File: config.mk
export PLATFORM = sky130hd
export DESIGN_NAME = text_console_cursor_engine_unit
export DESIGN_NICKNAME = d
export VERILOG_FILES = /design/src/tcce_pkg.sv /design/src/tcce_front.sv /design/src/tcce_queue.sv /design/src/tcce_back.sv /design/src/text_console_cursor_engine_unit.sv
export SDC_FILE = /design/constraint.sdc
export NUM_CORES = 1
export LEC_CHECK = 0
export BUFFER_PORTS_ARGS = -buffer_cell sky130_fd_sc_hd__buf_2
export CORE_ASPECT_RATIO = 1.25
export CORE_MARGIN = 2
export CORE_UTILIZATION = 25
export CTS_CLUSTER_SIZE = 8
export DETAILED_ROUTE_END_ITERATION = 8
export GPL_ROUTABILITY_DRIVEN = 0
export PLACE_DENSITY = 0.39
export SYNTH_ARGS = -nofsm -noshare
export SYNTH_HDL_FRONTEND = slang
export SYNTH_HIERARCHICAL = 1
export SYNTH_SLANG_ARGS = --single-unit
File: constraint.sdc
create_clock -name clk -period 5.2 [get_ports clk]
set_input_delay 0.52 -clock clk [delete_from_list [all_inputs] [get_ports clk]]
set_output_delay 0.52 -clock clk [all_outputs]
set_load 0.02 [all_outputs]
File: src/tcce_pkg.sv
package tcce_pkg;

  // effective screen limits in text cells
  localparam int unsigned MAX_COLUMNS = 512;
  localparam int unsigned MAX_ROWS    = 512;

  localparam int unsigned CFG_W   = 10;
  localparam int unsigned COORD_W = 9;
  localparam int unsigned GLYPH_W = 7;
  localparam int unsigned RGB_W   = 24;

  // register reset values
  localparam logic [CFG_W-1:0] COLUMNS_RESET = CFG_W'(80);
  localparam logic [CFG_W-1:0] ROWS_RESET    = CFG_W'(25);

  // register indexes
  localparam logic CFG_COLUMNS = 1'b0;
  localparam logic CFG_ROWS    = 1'b1;

  // input op codes
  localparam logic [1:0] OP_BYTE      = 2'd0;
  localparam logic [1:0] OP_RESET_COL = 2'd1;
  localparam logic [1:0] OP_SET_FG    = 2'd2;
  localparam logic [1:0] OP_SET_BG    = 2'd3;

  // control bytes
  localparam logic [7:0] CH_DEL = 8'h7F;
  localparam logic [7:0] CH_BS  = 8'h08;
  localparam logic [7:0] CH_NL  = 8'h0A;
  localparam logic [GLYPH_W-1:0] GLYPH_SPACE = 7'h20;

  // result kinds
  localparam logic KIND_DRAW   = 1'b0;
  localparam logic KIND_SCROLL = 1'b1;

  localparam logic [RGB_W-1:0] RGB_GREY  = 24'hAAAAAA;
  localparam logic [RGB_W-1:0] RGB_BLACK = 24'h000000;

  localparam int unsigned PAL_SIZE = 20;
  localparam logic [RGB_W-1:0] PALETTE [PAL_SIZE] = '{
    24'h000000, 24'hAA0000, 24'h00AA00, 24'hAA5500,
    24'h0000AA, 24'hAA00AA, 24'h00AAAA, 24'hAAAAAA,
    24'hAAAAAA, 24'hAAAAAA, 24'h555555, 24'hFF5555,
    24'h55FF55, 24'hFFFF55, 24'h5555FF, 24'hFF55FF,
    24'h55FFFF, 24'hFFFFFF, 24'hFFFFFF, 24'hFFFFFF
  };

  // what the back end has to do with one queued command
  typedef enum logic [2:0] {
    CLS_PRINT,
    CLS_DEL,
    CLS_BS,
    CLS_NL,
    CLS_RESET_COL,
    CLS_SET_FG,
    CLS_SET_BG
  } cls_t;

  typedef struct packed {
    cls_t               cls;
    logic [GLYPH_W-1:0] glyph;
    logic [RGB_W-1:0]   rgb;
  } cmd_t;

  typedef struct packed {
    logic               kind;
    logic [COORD_W-1:0] col;
    logic [COORD_W-1:0] row;
    logic [GLYPH_W-1:0] glyph;
    logic [RGB_W-1:0]   fg;
    logic [RGB_W-1:0]   bg;
    logic               last;
  } res_t;

  function automatic logic [RGB_W-1:0] pal_rgb(input logic [7:0] idx);
    logic [RGB_W-1:0] rgb;
    rgb = RGB_BLACK;
    if (idx < 8'(PAL_SIZE)) begin
      rgb = PALETTE[idx[4:0]];
    end
    return rgb;
  endfunction

endpackage

File: src/tcce_front.sv
module tcce_front (
  input  logic             in_tvalid,
  output logic             in_tready,
  input  logic [23:0]      in_tdata,
  input  logic             q_full,
  output logic             q_push,
  output tcce_pkg::cmd_t   q_cmd
);

  logic [1:0] op;
  logic [7:0] ch;
  logic [7:0] cidx;

  assign op   = in_tdata[1:0];
  assign ch   = in_tdata[9:2];
  assign cidx = in_tdata[17:10];

  assign in_tready = !q_full;
  assign q_push    = in_tvalid && !q_full;

  always_comb begin
    q_cmd.glyph = ch[7] ? '0 : ch[6:0];
    q_cmd.rgb   = tcce_pkg::pal_rgb(cidx);
    q_cmd.cls   = tcce_pkg::CLS_PRINT;
    unique case (op)
      tcce_pkg::OP_BYTE: begin
        unique case (ch)
          tcce_pkg::CH_DEL: q_cmd.cls = tcce_pkg::CLS_DEL;
          tcce_pkg::CH_BS:  q_cmd.cls = tcce_pkg::CLS_BS;
          tcce_pkg::CH_NL:  q_cmd.cls = tcce_pkg::CLS_NL;
          default:          q_cmd.cls = tcce_pkg::CLS_PRINT;
        endcase
      end
      tcce_pkg::OP_RESET_COL: q_cmd.cls = tcce_pkg::CLS_RESET_COL;
      tcce_pkg::OP_SET_FG:    q_cmd.cls = tcce_pkg::CLS_SET_FG;
      tcce_pkg::OP_SET_BG:    q_cmd.cls = tcce_pkg::CLS_SET_BG;
      default:                q_cmd.cls = tcce_pkg::CLS_PRINT;
    endcase
  end

endmodule

File: src/tcce_queue.sv
module tcce_queue (
  input  logic           clk,
  input  logic           rst_n,
  input  logic           push,
  input  tcce_pkg::cmd_t push_cmd,
  output logic           full,
  input  logic           pop,
  output logic           head_valid,
  output tcce_pkg::cmd_t head_cmd
);

  tcce_pkg::cmd_t mem_r [2];
  logic           wr_ptr_r, wr_ptr_nxt;
  logic           rd_ptr_r, rd_ptr_nxt;
  logic [1:0]     count_r, count_nxt;

  assign full       = (count_r == 2'd2);
  assign head_valid = (count_r != 2'd0);
  assign head_cmd   = mem_r[rd_ptr_r];

  always_comb begin
    wr_ptr_nxt = wr_ptr_r ^ push;
    rd_ptr_nxt = rd_ptr_r ^ pop;
    count_nxt  = count_r + {1'b0, push} - {1'b0, pop};
  end

  always_ff @(posedge clk) begin
    if (!rst_n) begin
      wr_ptr_r <= 1'b0;
      rd_ptr_r <= 1'b0;
      count_r  <= 2'd0;
    end else begin
      wr_ptr_r <= wr_ptr_nxt;
      rd_ptr_r <= rd_ptr_nxt;
      count_r  <= count_nxt;
    end
  end

  always_ff @(posedge clk) begin
    if (push) begin
      mem_r[wr_ptr_r] <= push_cmd;
    end
  end

endmodule

File: src/tcce_back.sv
module tcce_back (
  input  logic                        clk,
  input  logic                        rst_n,
  input  logic                        cfg_we,
  input  logic                        cfg_addr,
  input  logic [tcce_pkg::CFG_W-1:0]  cfg_wdata,
  input  logic                        head_valid,
  input  tcce_pkg::cmd_t              head_cmd,
  output logic                        pop,
  output logic                        res_valid,
  input  logic                        res_ready,
  output tcce_pkg::res_t              res
);

  localparam int unsigned CW = tcce_pkg::CFG_W;
  localparam int unsigned PW = tcce_pkg::COORD_W;

  logic [CW-1:0]     columns_r, columns_nxt;
  logic [CW-1:0]     rows_r, rows_nxt;
  logic [PW-1:0]     col_r, col_nxt;
  logic [PW-1:0]     row_r, row_nxt;
  logic [23:0]       fore_r, fore_nxt;
  logic [23:0]       back_r, back_nxt;
  logic              out_valid_r, out_valid_nxt;
  tcce_pkg::res_t    out_r, out_nxt;
  logic              pend_r, pend_nxt;

  logic [CW-1:0]     eff_cols;
  logic [CW-1:0]     eff_rows;
  logic [CW-1:0]     col_last_w;
  logic [CW-1:0]     bottom_w;
  logic [PW-1:0]     col_last;
  logic [PW-1:0]     bottom;
  logic [CW-1:0]     col_inc;
  logic              at_bottom;
  logic              slot_free;
  logic              needs_out;
  logic              take;
  tcce_pkg::res_t    scroll_res;

  always_comb begin
    eff_cols = columns_r;
    if (columns_r == '0) eff_cols = CW'(1);
    if (columns_r > CW'(tcce_pkg::MAX_COLUMNS)) eff_cols = CW'(tcce_pkg::MAX_COLUMNS);
    eff_rows = rows_r;
    if (rows_r == '0) eff_rows = CW'(1);
    if (rows_r > CW'(tcce_pkg::MAX_ROWS)) eff_rows = CW'(tcce_pkg::MAX_ROWS);
  end

  assign col_last_w = eff_cols - CW'(1);
  assign bottom_w   = eff_rows - CW'(1);
  assign col_last   = col_last_w[PW-1:0];
  assign bottom     = bottom_w[PW-1:0];
  assign col_inc    = {1'b0, col_r} + CW'(1);
  assign at_bottom  = (row_r >= bottom);
  assign slot_free  = !out_valid_r || res_ready;

  always_comb begin
    scroll_res      = '0;
    scroll_res.kind = tcce_pkg::KIND_SCROLL;
    scroll_res.last = 1'b1;
  end

  always_comb begin
    case (head_cmd.cls) inside
      tcce_pkg::CLS_PRINT, tcce_pkg::CLS_DEL: needs_out = 1'b1;
      tcce_pkg::CLS_NL:                       needs_out = at_bottom;
      default:                                needs_out = 1'b0;
    endcase
  end

  assign take = head_valid && !pend_r && (!needs_out || slot_free);
  assign pop  = take;

  always_comb begin
    columns_nxt   = columns_r;
    rows_nxt      = rows_r;
    col_nxt       = col_r;
    row_nxt       = row_r;
    fore_nxt      = fore_r;
    back_nxt      = back_r;
    pend_nxt      = pend_r;
    out_valid_nxt = out_valid_r;
    out_nxt       = out_r;

    if (cfg_we) begin
      if (cfg_addr == tcce_pkg::CFG_COLUMNS) columns_nxt = cfg_wdata;
      else rows_nxt = cfg_wdata;
    end

    if (slot_free) begin
      out_valid_nxt = 1'b0;
      if (pend_r) begin
        out_valid_nxt = 1'b1;
        out_nxt       = scroll_res;
        pend_nxt      = 1'b0;
      end
    end

    if (take) begin
      unique case (head_cmd.cls) inside
        tcce_pkg::CLS_PRINT: begin
          out_valid_nxt = 1'b1;
          out_nxt.kind  = tcce_pkg::KIND_DRAW;
          out_nxt.col   = col_r;
          out_nxt.row   = row_r;
          out_nxt.glyph = head_cmd.glyph;
          out_nxt.fg    = fore_r;
          out_nxt.bg    = back_r;
          out_nxt.last  = 1'b1;
          col_nxt       = col_inc[PW-1:0];
          if (col_inc >= eff_cols) begin
            col_nxt = '0;
            if (at_bottom) begin
              row_nxt      = bottom;
              out_nxt.last = 1'b0;
              pend_nxt     = 1'b1;
            end else begin
              row_nxt = row_r + PW'(1);
            end
          end
        end
        tcce_pkg::CLS_DEL, tcce_pkg::CLS_BS: begin
          if (col_r == '0) begin
            col_nxt = col_last;
            if (row_r != '0) row_nxt = row_r - PW'(1);
          end else begin
            col_nxt = col_r - PW'(1);
          end
          if (head_cmd.cls == tcce_pkg::CLS_DEL) begin
            out_valid_nxt = 1'b1;
            out_nxt.kind  = tcce_pkg::KIND_DRAW;
            out_nxt.col   = col_nxt;
            out_nxt.row   = row_nxt;
            out_nxt.glyph = tcce_pkg::GLYPH_SPACE;
            out_nxt.fg    = tcce_pkg::RGB_GREY;
            out_nxt.bg    = tcce_pkg::RGB_BLACK;
            out_nxt.last  = 1'b1;
          end
        end
        tcce_pkg::CLS_NL: begin
          col_nxt = '0;
          if (at_bottom) begin
            row_nxt       = bottom;
            out_valid_nxt = 1'b1;
            out_nxt       = scroll_res;
          end else begin
            row_nxt = row_r + PW'(1);
          end
        end
        tcce_pkg::CLS_RESET_COL: begin
          fore_nxt = tcce_pkg::RGB_GREY;
          back_nxt = tcce_pkg::RGB_BLACK;
        end
        tcce_pkg::CLS_SET_FG: fore_nxt = head_cmd.rgb;
        tcce_pkg::CLS_SET_BG: back_nxt = head_cmd.rgb;
        default: ;
      endcase
    end
  end

  always_ff @(posedge clk) begin
    if (!rst_n) begin
      columns_r   <= tcce_pkg::COLUMNS_RESET;
      rows_r      <= tcce_pkg::ROWS_RESET;
      col_r       <= '0;
      row_r       <= '0;
      fore_r      <= tcce_pkg::RGB_GREY;
      back_r      <= tcce_pkg::RGB_BLACK;
      pend_r      <= 1'b0;
      out_valid_r <= 1'b0;
    end else begin
      columns_r   <= columns_nxt;
      rows_r      <= rows_nxt;
      col_r       <= col_nxt;
      row_r       <= row_nxt;
      fore_r      <= fore_nxt;
      back_r      <= back_nxt;
      pend_r      <= pend_nxt;
      out_valid_r <= out_valid_nxt;
    end
  end

  always_ff @(posedge clk) begin
    out_r <= out_nxt;
  end

  assign res_valid = out_valid_r;
  assign res       = out_r;

endmodule

File: src/text_console_cursor_engine_unit.sv
// channel   direction  words                          sideband
// in_       slave      op, ch, color_index            none
// out_      master     glyph draw or scroll command    tuser kind, tlast last of item
// cfg_      write      columns (0), rows (1)           no read-back
//
// one word per cycle is sustained while no scroll is pending: a command leaves the queue each
// cycle that, if it gives a result, the output register is free or being drained
// a printable byte that wraps on the bottom row gives a draw then a scroll;
// the scroll is issued from the pending-scroll flag once the output register is free
// reset (synchronous, active low) homes the cursor, restores grey on black and
// loads 80 columns by 25 rows
// a stall on out_ fills the two-entry queue, then in_tready drops
module text_console_cursor_engine_unit (
  input  logic        clk,
  input  logic        rst_n,
  // input words
  input  logic        in_tvalid,
  output logic        in_tready,
  input  logic [23:0] in_tdata,   // op [1:0], ch [9:2], color_index [17:10], zero fill
  // result words
  output logic        out_tvalid,
  input  logic        out_tready,
  output logic [79:0] out_tdata,  // cell_col, cell_row, glyph, fg_red, fg_green,
                                  // fg_blue, bg_red, bg_green, bg_blue, zero fill
  output logic        out_tuser,  // kind
  output logic        out_tlast,  // last result of this input word
  // configuration
  input  logic        cfg_we,
  input  logic        cfg_addr,
  input  logic [9:0]  cfg_wdata
);

  // front end: decode and palette lookup
  tcce_pkg::cmd_t front_cmd;
  logic           front_push;
  logic           q_full;

  // queue head towards the back end
  logic           head_valid;
  tcce_pkg::cmd_t head_cmd;
  logic           head_pop;

  // back end result register
  logic           res_valid;
  tcce_pkg::res_t res;

  tcce_front u_front (
    .in_tvalid (in_tvalid),
    .in_tready (in_tready),
    .in_tdata  (in_tdata),
    .q_full    (q_full),
    .q_push    (front_push),
    .q_cmd     (front_cmd)
  );

  // short queue so that the decoder and the cursor logic stall independently
  tcce_queue u_queue (
    .clk        (clk),
    .rst_n      (rst_n),
    .push       (front_push),
    .push_cmd   (front_cmd),
    .full       (q_full),
    .pop        (head_pop),
    .head_valid (head_valid),
    .head_cmd   (head_cmd)
  );

  // cursor, colours and screen size live in the back end
  tcce_back u_back (
    .clk        (clk),
    .rst_n      (rst_n),
    .cfg_we     (cfg_we),
    .cfg_addr   (cfg_addr),
    .cfg_wdata  (cfg_wdata),
    .head_valid (head_valid),
    .head_cmd   (head_cmd),
    .pop        (head_pop),
    .res_valid  (res_valid),
    .res_ready  (out_tready),
    .res        (res)
  );

  // pack the result word, cell column in the lowest bits
  assign out_tvalid = res_valid;
  assign out_tuser  = res.kind;
  assign out_tlast  = res.last;
  assign out_tdata  = {7'b0,
                       res.bg[7:0], res.bg[15:8], res.bg[23:16],
                       res.fg[7:0], res.fg[15:8], res.fg[23:16],
                       res.glyph, res.row, res.col};

endmodule

==> results by group, run 1 <==
Outcome
  – Outcome: finished clean

Timing
  – RSZ-0062 raised after global routing: no
  – Setup TNS: 0 ns
  – Hold WS: 0.2608 ns
  – Setup Skew: 0.01949 ns
  – Period utilization: between 80 and 90%
  – Slew margin rel.: 32.11%
  – Minimum clock period: 4.322 ns
  – Final hold violations: 0
  – Max Fclk: approximately 230 MHz
  – Actual slew at the worst max-slew pin: a little over 1 ns
  – Final setup vio count: 0
  – Fin. max-slew vios: 0

Synthesis
  – Syn. warnings: 6
  – Synthesized area: 0.01160 mm^2
  – Post-synthesis xor/xnor area fraction: 2.006%
  – Netlist cell types: 94
  – Syn Inst Count: approximately 1200
  – Syn_area_per_cell: 9.986 um^2
  – EDFF count, synth: 68
  – Post-synthesis compound-gate area fraction: 19.43%
  – Synth Area in Simple Gates: 17.46%
  – Largest family of logic cells by synthesized area: compound AO/OA/AOI/OAI gates
  – Post-synth top flop: dfxtp_1
  – Sequential share of the synthesized area: 46.58%
  – Post-Synth Adder-Cell Area: between 3 and 4%
  – Post-synthesis mux area share: 4.712%
  – FFs w/ async S/R, synth: 0%
  – #FFs+latches synth: 236

Detailed routing
  – Via/cell ratio: between 4 and 5
  – Final Routed Wirelength: 34570 um
  – Antenna-violating nets left: 0
  – DR pass1 iterations: 5
  – DRC: 0
  – Vias: just under 9000
  – Routed WL per cell: 18.93 um
  – Starting DRC count in detailed routing: 535

CTS
  – Hold buffers post-CTS: 0
  – Buffer depth of the longest clock path: 3
  – CTS clk-pin slew, worst paths: 0.05 ns
  – Post-CTS Resized: 0
  – H-tree levels: 2
  – Clk_lat worst skew: 0.51 ns
  – CTS sink count: 236
  – Number of setup buffers added after CTS: 0
  – CTS tree: yes
  – Root Driver: clkbuf_16
  – CTS Buf Count: 35

Global routing
  – Grt met1 use: 17.27%
  – Met3 Usage GRT: roughly 1.9%
  – Vias in the first global route: roughly 8800
  – GRT Util Overall: 14.22%
  – GRT busiest layer: met2
  – GRT Residual Overflow: 0
  – First-pass GRT wire length: 52760 um
  – Largest net degree at the start of global routing: 77
  – Initial antenna violation count: 0
  – GR Layer Usage met2: about 26%

Placement
  – Buffers on Ports: between 100 and 150
  – Placed instance area: 0.01239 mm^2
  – Dpl hpwl: 23430 um

Critical path
  – Crit-path cells: nor4_4 -> nand2_1 -> nor2_1 -> o21bai_1 -> ha_1 -> a311oi_1 -> a21oi_1 -> ha_1 -> and4_1 -> a221oi_4 -> nand2_1 -> nand2_1 -> a211oi_1 -> nor2_1 -> ha_1 -> inv_1 -> ha_1 -> xnor3_1 -> nor2b_1
  – Worst endpoint required time: 5.65 ns
  – Most numerous cell on the critical path: ha_1
  – Reg2Reg Depth: 19
  – Max FO, Critical Path: 7
  – R2R Setup Slk: roughly 0.88 ns
  – Worst R2R Start: u_back/rows_r[2]
  – Slowest cell delay on critical path: about 0.46 ns
  – Reg2reg end: u_queue/count_r[1]
  – Worst Setup Start Kind: flop
  – Critical Path Sink Type: flop
  – WP data arrival: 4.77 ns
  – Top delay family on crit path: simple AND/OR/NAND/NOR gates
  – Bufs and invs on worst path: 1
  – Slowest CP cell: a221oi_4
  – WS Path Type: flop to flop

Floorplanning
  – Core ar.: 0.04602 mm^2
  – Die W: between 150 and 200 um
  – Die ar.: 0.04816 mm^2
  – Die height: 244.9 um
  – I/O Pins: 124
  – Row cnt: 88
  – Initial core utilization: 25.21%

Min path
  – Hold crit path type: primary input to flop
  – Worst Hold Depth: 3
  – Hold path endpoint: u_back/columns_r[4]
  – HP Start: cfg_wdata[4]

Layout
  – Commonest cells after routing, fill and taps aside: 167 x dfxtp_1, 125 x nand2_1, 110 x buf_2
  – Antenna diodes: 0
  – P&R area growth vs syn: 15.53%
  – Finished Cell Area: 0.01341 mm^2
  – Most common cell after layout, fill and taps aside: dfxtp_1
  – Share of cells above drive strength 1: between 10% and 20%
  – NumNets Final: 1294

Power and ir drop
  – Combinational power share: 41.2%
  – Tot Pwr: 8.075 mW
  – Peak VDD IR: 0.0002322 V
  – Pwr per Cell Area: 602.3 mW/mm^2
  – Sw frac: 40.51%
  – P_int: 4.803 mW
  – Sequential power share: 32.7%
  – Psw: 3.271 mW
  – Leak: ~5 nW
  – Clk pwr share: 26.1%

Run
  – Max_cap viols: 0
## metal layers
metal  up-vias  wire length, um
li1       4343                -
met1      4282            15010
met2       179            17720
met3        50              989
met4         0              842
met5         -                0
## state kept, by name (all words and copies together) (netlist names), named ones only
signal	flops
u_back/fore_r	24
u_back/rows_r	10
u_back/pend_r	1
u_queue/mem_r	68
u_queue/rd_ptr_r	1
u_back/back_r	24
u_back/res_valid	1
u_back/col_r	9
u_back/columns_r	10
u_back/row_r	9
u_queue/count_r	2
u_back/res	75
u_queue/wr_ptr_r	1
## cell usage after synthesis (6+ instances only)
cell type    n  area [um^2]
a21boi_0    29        217.7
a21o_1       9        67.56
a21oi_1     40        200.2
a22o_1      46        402.9
a22oi_1     26        195.2
a31oi_1     17        106.4
and2_1       6        37.54
and3_1       6        37.54
buf_2        8        40.04
buf_4       32        240.2
clkbuf_1    52        195.2
dfxtp_1    168         3363
edfxtp_1    68         2042
ha_1        32        400.4
inv_1       17        63.81
mux2_4      30        450.4
nand2_1    125        469.2
nand2b_1    11        68.82
nand3_1     37        185.2
nand3b_1     6        45.04
nand4_1      8        50.05
nor2_1      61        229.0
nor2b_1     47        294.0
nor3_1      30        150.1
nor3b_1     14        105.1
o21ai_0     56        280.3
o22ai_1     14        87.58
o311ai_0    14        122.6
xnor2_1     15        131.4
xor2_1       9        78.83
## logic make-up (layout without fill, tap and decap cells)
group	after synthesis	after routing
other	1	7
AOI/OAI and AO/OA	312	312
muxes	39	39
xor gates and xnor gates	25	25
adders and majority gates	32	32
DFF	236	236
and+or+nand+nor	388	388
buffers and inverters	129	202
## through the flow
stage	utilization, %	worst slack [ns]	instances
after floorplan	-	1.117	1168
after global placement	26.92	0.9518	1770
after detailed placement	26.92	0.8699	1770
after CTS	29.13	0.8422	1826
after global routing	29.13	0.4749	1826
final	29.13	0.8776	1826
## worst register-to-register path, stage by stage (launching register included)
cell      delay [ns]
dfxtp_1         0.37
nor4_4          0.45
nand2_1         0.12
nor2_1          0.11
o21bai_1        0.13
ha_1            0.31
a311oi_1        0.26
a21oi_1         0.10
ha_1            0.34
and4_1          0.25
a221oi_4        0.46
nand2_1         0.18
nand2_1         0.10
a211oi_1        0.08
nor2_1          0.23
ha_1            0.27
inv_1           0.05
ha_1            0.14
xnor3_1         0.21
nor2b_1         0.12
## final cells by class
class | instances | area, um^2
tap | 585 | 732.0
clock buffer | 54 | 988.4
clock inverter | 2 | 25.02
sequential | 236 | 5406
inverter | 20 | 75.07
fill | 4859 | 32620
multi-input combinational | 803 | 5495
timing repair buffer | 126 | 683.2
## worst max-delay path by stage
stage | startpoint | end | cells after the start
final | u_back/rows_r[2] | u_queue/count_r[1] | 19
after global routing | u_back/rows_r[2] | u_queue/count_r[1] | 19
after CTS | u_back/rows_r[2] | u_queue/count_r[1] | 19
after detailed placement | u_back/rows_r[2] | u_queue/count_r[1] | 19
after global placement | u_back/rows_r[2] | u_queue/count_r[1] | 19
after floorplan | u_back/rows_r[2] | u_queue/count_r[1] | 21
## power by group through the flow
stage	Clock (mW)	Sequential, mW	Combinational, mW
global placement	0	2.67	3.35
CTS	2.19	2.64	3.38
floorplan	0	2.66	2.38
detailed placement	0	2.68	3.36
global route	2.25	2.69	3.69
finish	2.11	2.64	3.33
(Power assumes the default switching activity.)
==> inputs of run 2 (changes only) <==
--- a/config.mk
+++ b/config.mk
@@ -12,7 +12,7 @@
 export CTS_CLUSTER_SIZE = 8
 export DETAILED_ROUTE_END_ITERATION = 8
 export GPL_ROUTABILITY_DRIVEN = 0
-export PLACE_DENSITY = 0.39
+export PLACE_DENSITY = 0.4
 export SYNTH_ARGS = -nofsm -noshare
 export SYNTH_HDL_FRONTEND = slang
 export SYNTH_HIERARCHICAL = 1
==> constraint.sdc (replaced) <==
create_clock -name clk -period 3.8 [get_ports clk]
set_input_delay 0.38 -clock clk [delete_from_list [all_inputs] [get_ports clk]]
set_output_delay 0.38 -clock clk [all_outputs]
set_load 0.02 [all_outputs]
==> results by group, run 2 (same netlist as run 1, synthesis figures left out) <==
Global routing
  – Initial antenna violation count: 0 (unchanged)
  – First-pass GRT wire length: 53720 um (+1.8%)
  – Largest net degree at the start of global routing: 69 (-10%)
  – GRT Residual Overflow: 0 (unchanged)
  – Vias in the first global route: 9032 (+2.6%)
  – GRT Util Overall: 14.43% (+0.21 points)

Floorplanning
  – Die height: 244.9 um (unchanged)
  – Die ar.: 0.04816 mm^2 (unchanged)
  – Row cnt: 88 (unchanged)
  – Initial core utilization: 25.21% (unchanged)
  – Core ar.: 0.04602 mm^2 (unchanged)
  – I/O Pins: 124 (unchanged)
  – Die W: 196.7 um (unchanged)

Detailed routing
  – DRC: 0 (unchanged)
  – Vias: 9004 (+1.7%)
  – Met3 WL: 1296 um (+31%)
  – Met2 WL: 17810 um (+0.49%)
  – Routed met1 length: 15110 um (+0.62%)
  – Antenna-violating nets left: 0 (unchanged)
  – DR pass1 iterations: 4 (-1)
  – Routed WL per cell: 18.83 um (-0.50%)
  – Starting DRC count in detailed routing: 565 (+5.6%)
  – Final Routed Wirelength: 35010 um (+1.3%)
  – Top layer in use: met4
  – Via/cell ratio: 4.843 (-0.11%)

Critical path
  – Worst Setup Start Kind: flop
  – Worst endpoint required time: 4.25 ns (-1.40 ns)
  – WS Path Type: flop to flop
  – Slowest CP cell: dfxtp_2
  – Max FO, Critical Path: 7 (unchanged)
  – Critical Path Sink Type: flop
  – Slowest cell delay on critical path: 0.33 ns (-0.13 ns)
  – WP data arrival: 4.06 ns (-0.71 ns)
  – CP Launch Point: u_back/rows_r[2]
  – Worst R2R Start: u_back/rows_r[2]
  – Crit-path cells: nor4_4 -> nand2_1 -> nor2_2 -> o21bai_1 -> ha_2 -> a311oi_2 -> a21oi_2 -> ha_1 -> and4_4 -> a221oi_4 -> buf_6 -> a41oi_2 -> o21a_4 -> nor2_8 -> buf_4 -> a22o_1

Timing
  – Minimum clock period: 3.611 ns (-0.7111 ns)
  – Fin. max-slew vios: 0 (unchanged)
  – Actual slew at the worst max-slew pin: 0.9780 ns (-0.03661 ns)
  – Period utilization: 95.04% (+12 points)
  – Hold WS: 0.1001 ns (-0.1606 ns)
  – Max Fclk: 276.9 MHz (+20%)
  – RSZ-0062 raised after global routing: yes
  – Slew margin rel.: 34.56% (+2.4 points)
  – Final setup vio count: 0 (unchanged)
  – Setup Skew: 0.02477 ns (+0.005274 ns)
  – Worst Setup Slack, final: 0.1886 ns (-0.6889 ns)
  – Final hold violations: 0 (unchanged)

Run
  – Max_cap viols: 0 (unchanged)

CTS
  – CTS sink count: 236 (unchanged)
  – H-tree levels: 2 (unchanged)
  – Clk_lat worst skew: 0.53 ns (+0.02 ns)
  – CTS Buf Count: 35 (unchanged)
  – Buffer depth of the longest clock path: 3 (unchanged)
  – Root Driver: clkbuf_16
  – CTS clk-pin slew, worst paths: 0.05 ns (about the same)
  – CTS tree: yes
  – Hold buffers post-CTS: 0 (unchanged)

Layout
  – P&R area growth vs syn: 19.01%
  – Fillers: 4808 (-1.0%)
  – Antenna diodes: 0 (unchanged)
  – Register area: 0.005415 mm^2 (+0.16%)
  – Most common cell after layout, fill and taps aside: dfxtp_1
  – NumNets Final: 1327 (+2.6%)
  – Max reg flops: 75 (unchanged)
  – Commonest cells after routing, fill and taps aside: 162 x dfxtp_1, 121 x nand2_1, 110 x buf_2
  – Share of cells above drive strength 1: 22.76% (+3.7 points)
  – Multi-input gate area: 0.005570 mm^2 (+1.4%)

Power and ir drop
  – Leak: 5.302 nW (+4.0%)
  – Peak VDD IR: 0.0002989 V (+29%)
  – Pwr per Cell Area: 820.7 mW/mm^2 (+36%)

Min path
  – HP Start: cfg_wdata[4]
  – Hold crit path type: primary input to flop

Placement
  – Dpl hpwl: 23970 um (+2.3%)
  – Buffers on Ports: 110 (unchanged)
  – Placement Setup Slack: 0.07318 ns (-0.7968 ns)

Outcome
  – Outcome: finished clean
## run 2: layer usage
| metal | vias up | GRT usage [%] |
|---|---|---|
| li1 | 4399 | - |
| met1 | 4392 | 17.19 |
| met2 | 165 | 26.34 |
| met3 | 48 | 2.528 |
| met4 | 0 | 4.334 |
| met5 | - | 0 |
## run 2: area by class of cell
cell class              count  area share (%)
multi-input cells         803           40.34
flip-flops and latches    236           39.21
clock inverters             2          0.3624
inverters                  20          0.5436
well taps                 585           5.300
clock buffers              54           7.085
repair buffers            159           7.158
## run 2: worst paths after layout
path | to | slack [ns] | cells past startpoint
max reg2reg | u_back/res[60] | 0.19 | 16
min reg2reg | u_back/res[61] | 0.46 | 1
min | u_back/rows_r[4] | 0.10 | 3
max | u_back/res[60] | 0.19 | 16
## run 2: timing repair
item / 4_1_cts / 5_1_grt
setup buffers: 0 / 7
gates resized for setup: 0 / 19
endpoints found under the setup margin: 0 / 69
## run 2: stage by stage
step           setup TNS [ns]  cell area (um^2)  std cells  utilization [%]  power [mW]
6_report                    0             13810       1859            30.00       11.33
5_1_grt              -0.06970             13810       1859            30.00       12.12
3_3_place_gp                0             12660       1796            27.50       8.449
2_1_floorplan         -0.1522             11670       1168                -       6.957
3_5_place_dp                0             12660       1796            27.50       8.459
4_1_cts                     0             13690       1852            29.74       11.45
## run 2: critical path: cells and delay by family (launching register included)
| family | cells | cell delay [ns] |
|---|---|---|
| AO/OA/AOI/OAI | 7 | 1.31 |
| AND/OR/NAND/NOR | 5 | 0.98 |
| adder cells (fa/ha/maj) | 2 | 0.55 |
| buffers and inverters | 2 | 0.36 |
| flip-flops | 1 | 0.33 |
## run 2: power breakdown
part	switching (mW)	total, mW	internal [mW]
sequential	0.421	3.54	3.12
combinational	3.00	4.87	1.88
clock	1.15	2.92	1.77
